$ cat src/gca_pkg.sv
`timescale 1ns / 1ps
// ----------------------------------------------------------------------------
// gca_pkg
// Shared word type, operation codes, stage payloads and Gray code helpers
// for the Gray code arithmetic unit.
// ----------------------------------------------------------------------------
package gca_pkg;

  localparam int WORD_BITS = 32;
  localparam int OP_BITS   = 3;

  typedef logic [WORD_BITS-1:0] word_t;

  typedef enum logic [OP_BITS-1:0] {
    OP_ADD = 3'd0,
    OP_INC = 3'd1,
    OP_DEC = 3'd2,
    OP_MUL = 3'd3,
    OP_G2B = 3'd4,
    OP_B2G = 3'd5
  } op_t;

  // after decode: raw first operand kept for binary to gray
  typedef struct packed {
    op_t   op;
    word_t a_raw;
    word_t a_bin;
    word_t b_bin;
  } dec_t;

  // after arithmetic: binary result, still to be encoded
  typedef struct packed {
    op_t   op;
    word_t r_bin;
  } ari_t;

  // prefix xor from the top bit down, in log2 steps
  function automatic word_t gray2bin(input word_t g);
    word_t b;
    b = g;
    for (int s = 1; s < WORD_BITS; s = s * 2) begin
      b = b ^ (b >> s);
    end
    return b;
  endfunction

  function automatic word_t bin2gray(input word_t b);
    return b ^ (b >> 1);
  endfunction

endpackage

$ cat src/gray_code_arithmetic_unit.sv
`timescale 1ns / 1ps
// ----------------------------------------------------------------------------
// gray_code_arithmetic_unit
// Stateless arithmetic on reflected Gray coded words: add, increment,
// decrement, multiply, gray to binary and binary to gray.
// ----------------------------------------------------------------------------
//
//  channel  dir  signals                      payload
//  -------  ---  ---------------------------  -------------------------------
//  s_       in   s_tvalid s_tready s_tdata    operand_a, operand_b
//                s_tuser                      operation
//  m_       out  m_tvalid m_tready m_tdata    result
//
//  three register stages: decode, arithmetic, encode; the last one is the
//  output register, so a result reaches m_tdata once it has passed the
//  decode, arithmetic and encode registers
//  one transaction per cycle sustained while m_tready is high; the 32x32
//  low-word multiplier in the arithmetic stage sets the clock
//  each stage holds its item while the next one is full and stalled, and
//  takes a new one as soon as its item moves on; nothing is lost or repeated
//  rst clears only the stage valid bits
//
module gray_code_arithmetic_unit (
  input  logic        clk,
  input  logic        rst,
  input  logic        s_tvalid,
  output logic        s_tready,
  input  logic [63:0] s_tdata,   // operand_a [31:0], operand_b [63:32]
  input  logic [2:0]  s_tuser,   // operation [2:0]
  output logic        m_tvalid,
  input  logic        m_tready,
  output logic [31:0] m_tdata    // result [31:0]
);

  // handshake between stages
  logic dec_valid;
  logic dec_ready;
  logic ari_valid;
  logic ari_ready;

  gca_pkg::dec_t  dec_data;
  gca_pkg::ari_t  ari_data;
  gca_pkg::word_t enc_data;

  // stage 1: gray operands to binary
  gca_decode u_decode (
    .clk       (clk),
    .rst       (rst),
    .in_valid  (s_tvalid),
    .in_ready  (s_tready),
    .in_op     (gca_pkg::op_t'(s_tuser)),
    .in_a      (s_tdata[31:0]),
    .in_b      (s_tdata[63:32]),
    .out_valid (dec_valid),
    .out_ready (dec_ready),
    .out_data  (dec_data)
  );

  // stage 2: binary arithmetic modulo 2^32, conversions passed through
  gca_arith u_arith (
    .clk       (clk),
    .rst       (rst),
    .in_valid  (dec_valid),
    .in_ready  (dec_ready),
    .in_data   (dec_data),
    .out_valid (ari_valid),
    .out_ready (ari_ready),
    .out_data  (ari_data)
  );

  // stage 3: back to gray, held in the output register
  gca_encode u_encode (
    .clk       (clk),
    .rst       (rst),
    .in_valid  (ari_valid),
    .in_ready  (ari_ready),
    .in_data   (ari_data),
    .out_valid (m_tvalid),
    .out_ready (m_tready),
    .out_data  (enc_data)
  );

  assign m_tdata = enc_data;

endmodule

$ cat src/gca_decode.sv
`timescale 1ns / 1ps
// ----------------------------------------------------------------------------
// gca_decode
// First pipeline stage: decodes both Gray operands to binary.
// ----------------------------------------------------------------------------
module gca_decode (
  input  logic          clk,
  input  logic          rst,
  input  logic          in_valid,
  output logic          in_ready,
  input  gca_pkg::op_t  in_op,
  input  gca_pkg::word_t in_a,
  input  gca_pkg::word_t in_b,
  output logic          out_valid,
  input  logic          out_ready,
  output gca_pkg::dec_t out_data
);

  logic          vld;
  gca_pkg::dec_t data;

  assign in_ready  = !vld || out_ready;
  assign out_valid = vld;
  assign out_data  = data;

  always_ff @(posedge clk) begin
    if (rst) begin
      vld <= 1'b0;
    end else if (in_ready) begin
      vld <= in_valid;
    end
  end

  always_ff @(posedge clk) begin
    if (in_ready && in_valid) begin
      data.op    <= in_op;
      data.a_raw <= in_a;
      data.a_bin <= gca_pkg::gray2bin(in_a);
      data.b_bin <= gca_pkg::gray2bin(in_b);
    end
  end

endmodule

$ cat src/gca_arith.sv
`timescale 1ns / 1ps
// ----------------------------------------------------------------------------
// gca_arith
// Second pipeline stage: binary add, increment, decrement and multiply,
// all modulo 2^WORD_BITS; the conversions pass an operand through.
// ----------------------------------------------------------------------------
module gca_arith (
  input  logic          clk,
  input  logic          rst,
  input  logic          in_valid,
  output logic          in_ready,
  input  gca_pkg::dec_t in_data,
  output logic          out_valid,
  input  logic          out_ready,
  output gca_pkg::ari_t out_data
);

  logic           vld;
  gca_pkg::ari_t  data;
  gca_pkg::word_t r_bin;
  gca_pkg::word_t sum;
  gca_pkg::word_t prod;

  assign in_ready  = !vld || out_ready;
  assign out_valid = vld;
  assign out_data  = data;

  // one adder shared by add, increment and decrement
  always_comb begin
    case (in_data.op)
      gca_pkg::OP_INC: sum = in_data.a_bin + gca_pkg::word_t'(1);
      gca_pkg::OP_DEC: sum = in_data.a_bin - gca_pkg::word_t'(1);
      default:         sum = in_data.a_bin + in_data.b_bin;
    endcase
  end

  // low word of the product only
  assign prod = in_data.a_bin * in_data.b_bin;

  always_comb begin
    case (in_data.op)
      gca_pkg::OP_ADD,
      gca_pkg::OP_INC,
      gca_pkg::OP_DEC: r_bin = sum;
      gca_pkg::OP_MUL: r_bin = prod;
      gca_pkg::OP_G2B: r_bin = in_data.a_bin;
      gca_pkg::OP_B2G: r_bin = in_data.a_raw;
      default:         r_bin = '0;
    endcase
  end

  always_ff @(posedge clk) begin
    if (rst) begin
      vld <= 1'b0;
    end else if (in_ready) begin
      vld <= in_valid;
    end
  end

  always_ff @(posedge clk) begin
    if (in_ready && in_valid) begin
      data.op    <= in_data.op;
      data.r_bin <= r_bin;
    end
  end

endmodule

$ cat src/gca_encode.sv
`timescale 1ns / 1ps
// ----------------------------------------------------------------------------
// gca_encode
// Third pipeline stage and output register: encodes the binary result to
// Gray, passes it through for gray to binary, zero for unknown codes.
// ----------------------------------------------------------------------------
module gca_encode (
  input  logic           clk,
  input  logic           rst,
  input  logic           in_valid,
  output logic           in_ready,
  input  gca_pkg::ari_t  in_data,
  output logic           out_valid,
  input  logic           out_ready,
  output gca_pkg::word_t out_data
);

  logic           vld;
  gca_pkg::word_t data;
  gca_pkg::word_t res;

  assign in_ready  = !vld || out_ready;
  assign out_valid = vld;
  assign out_data  = data;

  always_comb begin
    case (in_data.op)
      gca_pkg::OP_ADD,
      gca_pkg::OP_INC,
      gca_pkg::OP_DEC,
      gca_pkg::OP_MUL,
      gca_pkg::OP_B2G: res = gca_pkg::bin2gray(in_data.r_bin);
      gca_pkg::OP_G2B: res = in_data.r_bin;
      default:         res = '0;
    endcase
  end

  always_ff @(posedge clk) begin
    if (rst) begin
      vld <= 1'b0;
    end else if (in_ready) begin
      vld <= in_valid;
    end
  end

  always_ff @(posedge clk) begin
    if (in_ready && in_valid) begin
      data <= res;
    end
  end

endmodule
$ cat config.mk
export PLATFORM = sky130hd
export DESIGN_NAME = gray_code_arithmetic_unit
export DESIGN_NICKNAME = d
export VERILOG_FILES = /design/src/gca_pkg.sv /design/src/gray_code_arithmetic_unit.sv /design/src/gca_decode.sv /design/src/gca_arith.sv /design/src/gca_encode.sv
export SDC_FILE = /design/constraint.sdc
export NUM_CORES = 2
export LEC_CHECK = 0
export ABC_AREA = 1
export BUFFER_PORTS_ARGS = -buffer_cell sky130_fd_sc_hd__buf_2
export CAP_MARGIN = 20
export CELL_PAD_IN_SITES_DETAIL_PLACEMENT = 0
export CELL_PAD_IN_SITES_GLOBAL_PLACEMENT = 2
export CORE_MARGIN = 8
export CORE_UTILIZATION = 36
export DETAILED_ROUTE_END_ITERATION = 10
export HOLD_SLACK_MARGIN = 0.08
export PLACE_DENSITY_LB_ADDON = 0.05
export SLEW_MARGIN = 25
export SYNTH_ARGS = -nofsm -noshare
export SYNTH_HDL_FRONTEND = slang
export SYNTH_SLANG_ARGS = --single-unit
export TNS_END_PERCENT = 30
$ cat constraint.sdc
create_clock -name clk -period 7.04 [get_ports clk]
set_clock_uncertainty 0.1 [all_clocks]
set_input_delay 0.352 -clock clk [delete_from_list [all_inputs] [get_ports clk]]
set_output_delay 0.352 -clock clk [all_outputs]
set_load 0.05 [all_outputs]
==> flow_summary.json <==
{
  "totalWireLength_um": 104000,
  "worstHoldPathCells": 2,
  "io_pins": 105,
  "nFillCells": 7848,
  "syn_to_final_growth_pct": 21.2,
  "dieArea_sq_mm": 0.0866,
  "hp-start": "s_tdata[62]",
  "fin_area_sq_mm": 0.0338,
  "grt.overflow.total": 0,
  "netlist.top_cell.by_area": "fa_1",
  "crit_buf_inv": 6,
  "worstRegToRegCells": 24,
  "worst_pin_slew_ps": 1040,
  "worst-setup-path-type": "flop to flop",
  "clk_path_buf_depth": 2,
  "fin_ws_ps": 5.58,
  "ys_types": 42,
  "numCtsBuffers": 17,
  "final_common_cell": "nand2_1",
  "gp_congestion": 0.906,
  "synthFlopType": "edfxtp_1",
  "route.detailed.drc": 0,
  "ant_nets": 0,
  "synth_edf_count": 165,
  "hold_end": "u_decode.out_data[30]$_DFFE_PP_",
  "ys_seq_area_share_pct": 18.0,
  "die_h_um": 294,
  "nNetsFinal": 4514,
  "path_delay_family": "adder cells",
  "htree_levels": 4,
  "cp-end-kind": "flop",
  "crit_top_cell": "fa_1",
  "cts_sinks": 168,
  "syn_avg_cell_area_sq_um": 7.86,
  "initial_core_util_pct": 36.2,
  "clkLatencyLatePin_ps": 500,
  "synth.cell_area_sq_mm": 0.0279,
  "cpPeakStageDelay_ps": 570,
  "coreArea_sq_mm": 0.0771,
  "grt_pass1_wl_um": 156000,
  "slew_headroom_pct": 30.4,
  "critical_path_required_ps": 7140,
  "slew_violations": 0,
  "grt_usage_pct": 24.2,
  "hold_class": "input pin to flop",
  "port-buffer-count": 104,
  "max-cap-violations": 0,
  "ys_seq_elements": 168,
  "timing.fmax_mhz": 142,
  "ys_top_cells_by_area": "fa_1 29%, edfxtp_1 18%, nand2_1 12%, inv_1 12%, ha_1 7.0%",
  "synth_top_area_share_pct": 29.4,
  "fin_setup_tns_ps": 0,
  "row_count": 102,
  "run_status": "finished clean",
  "clkSlewWorstSetupHoldPaths_ps": 100,
  "finalHoldViolations": 0,
  "syn-instance-count": 3547,
  "worstReg2RegEnd": "u_arith.out_data[24]$_DFFE_PP_",
  "drt_iter0_drc": 1547,
  "placed_area_sq_mm": 0.0317,
  "grt_antenna_before_repair": 1,
  "grt_pass1_vias": 24500,
  "yosysWarnings": 0,
  "finalSetupViolCount": 0,
  "grt_setup_unrepaired": "true",
  "hpwl_um": 87200,
  "pre_cts_slack_ps": -438,
  "cp-start-kind": "flop",
  "cts_root_buf": "clkbuf_16",
  "antenna_cells": 0,
  "rr_startpoint": "u_decode.out_data[44]$_DFFE_PP_",
  "reg2reg_slack_ps": 6,
  "async_flop_share_pct": 0,
  "synth.net_count": 4182,
  "via_count": 23700,
  "cp_max_fo": 6,
  "slowest_stage": "fa_1",
  "crit_chain": "buf_6, buf_12, nand2_4, inv_2, fa_1, fa_1, fa_1, inv_2, fa_1, inv_1, fa_1, fa_1, fa_1, fa_1, ha_4, nand4_1, nor3_2, nand4_1, nand3_4, a21o_1, a21oi_1, o21ai_1, buf_4, nand4_1",
  "crit_arrival_ps": 7130,
  "grt_max_degree": 60,
  "viasPerCell": 4.80,
  "die_x_um": 294,
  "mostFrequentLayoutCells": "898 x nand2_1, 851 x inv_1, 396 x fa_1",
  "min_period_ps": 7030,
  "drive_gt1_share_pct": 15.5,
  "fin_crit_sh_pct": 99.9,
  "cts_tree": "done",
  "dr.pass1.iters": 7,
  "wl_per_cell_um": 21.0
}
[per-layer routing]
layer	routed length (um)	track usage (%)	vias to the layer above
met4	2420	5.77	0
li1	-	-	11300
met3	3780	2.91	79
met5	0	0	-
met2	51500	41.9	476
met1	45900	32.0	11900
[what timing repair did]
action                                  4_1_cts  5_1_grt
hold buffers                                 39        0
gates resized for setup                      51      134
pin swaps                                    30       75
cloned                                        0        2
setup buffers                                10       27
endpoints found under the setup margin       11       17
hold endpoints to repair                     39        0
[metrics by stage]
| step | hold WS [ps] | instances | utilization (%) |
|---|---|---|---|
| final | 145 | 4932 | 43.8 |
| after global routing | 134 | 4932 | 43.8 |
| after CTS | 101 | 4906 | 42.8 |
| after detailed placement | 376 | 4825 | 41.1 |
| after global placement | 373 | 4825 | 41.1 |
| after floorplan | 321 | 3547 | - |
[flip-flops by register name (all words and copies together) (netlist names)]
| register | cells |
|---|---|
| u_decode.out_data | 98 |
| u_arith.out_data | 35 |
| u_encode.out_data | 32 |
| u_arith.out_valid | 1 |
| u_decode.out_valid | 1 |
| u_encode.out_valid | 1 |
[kinds of logic (layout without fill, tap and decap cells)]
logic type	Yosys count	count (layout)	share of synthesized area, %
and+or+nand+nor	1282	1282	18.7
buffers and inverters	1010	1355	13.6
adders and majority gates	564	564	36.3
AOI/OAI and AO/OA	288	288	5.70
xor gates and xnor gates	235	235	7.76
DFF	168	168	18.0
[how the worst max path moves through the flow]
stage                                          startpoint                        endpoint  slack (ps)  depth (start not counted)
after global placement    u_decode.out_data[47]$_DFFE_PP_  u_arith.out_data[31]$_DFFE_PP_        -480                         24
after global routing      u_decode.out_data[44]$_DFFE_PP_  u_arith.out_data[24]$_DFFE_PP_        -290                         24
after CTS                 u_decode.out_data[47]$_DFFE_PP_  u_arith.out_data[24]$_DFFE_PP_        -110                         26
after floorplan            u_decode.out_data[6]$_DFFE_PP_  u_arith.out_data[27]$_DFFE_PP_         100                         28
final                     u_decode.out_data[44]$_DFFE_PP_  u_arith.out_data[24]$_DFFE_PP_           6                         24
after detailed placement  u_decode.out_data[47]$_DFFE_PP_  u_arith.out_data[27]$_DFFE_PP_        -440                         26
[worst reg2reg max path: cells and delay by family, from the launching register on]
| kind | cells | cell delay (ps) |
|---|---|---|
| AOI/OAI and AO/OA | 3 | 310 |
| DFF | 1 | 410 |
| buffers and inverters | 6 | 620 |
| adders and majority gates | 9 | 4360 |
| and+or+nand+nor | 6 | 930 |
[layout make-up]
cell class | instances | area [sq um] | area share [%]
clock buffer | 17 | 425 | 1.26
clock inverter | 15 | 213 | 0.629
inverter | 867 | 3260 | 9.64
multi-input combinational | 2369 | 19800 | 58.5
sequential | 168 | 5010 | 14.8
tap | 1040 | 1300 | 3.85
timing repair buffer | 456 | 3800 | 11.3
[cell usage after synthesis, types with 2 or more instances]
library cell  instances
a211oi_1              2
a21boi_0              3
a21o_1               11
a21oi_1             137
a22o_1                7
a31oi_1               4
and2_1                3
buf_1                28
clkbuf_1            114
dfxtp_1               3
edfxtp_1            165
fa_1                409
ha_1                155
inv_1               864
inv_2                 2
nand2_1             923
nand3_1             136
nand3b_1             13
nand4_1              29
nor2_1              128
nor3_1               27
nor3b_1               2
nor4_1                7
o2111ai_1             5
o211ai_1              3
o21ai_0              99
o21bai_1              9
o31ai_1               2
o32ai_1               2
or2_2                12
xnor2_1             167
xnor2_2               4
xor2_1               54
xor2_2               10
Power is left out: the tool's default activity adds up to more than one toggle a clock period on the data nets, which glitch-free logic cannot reach.
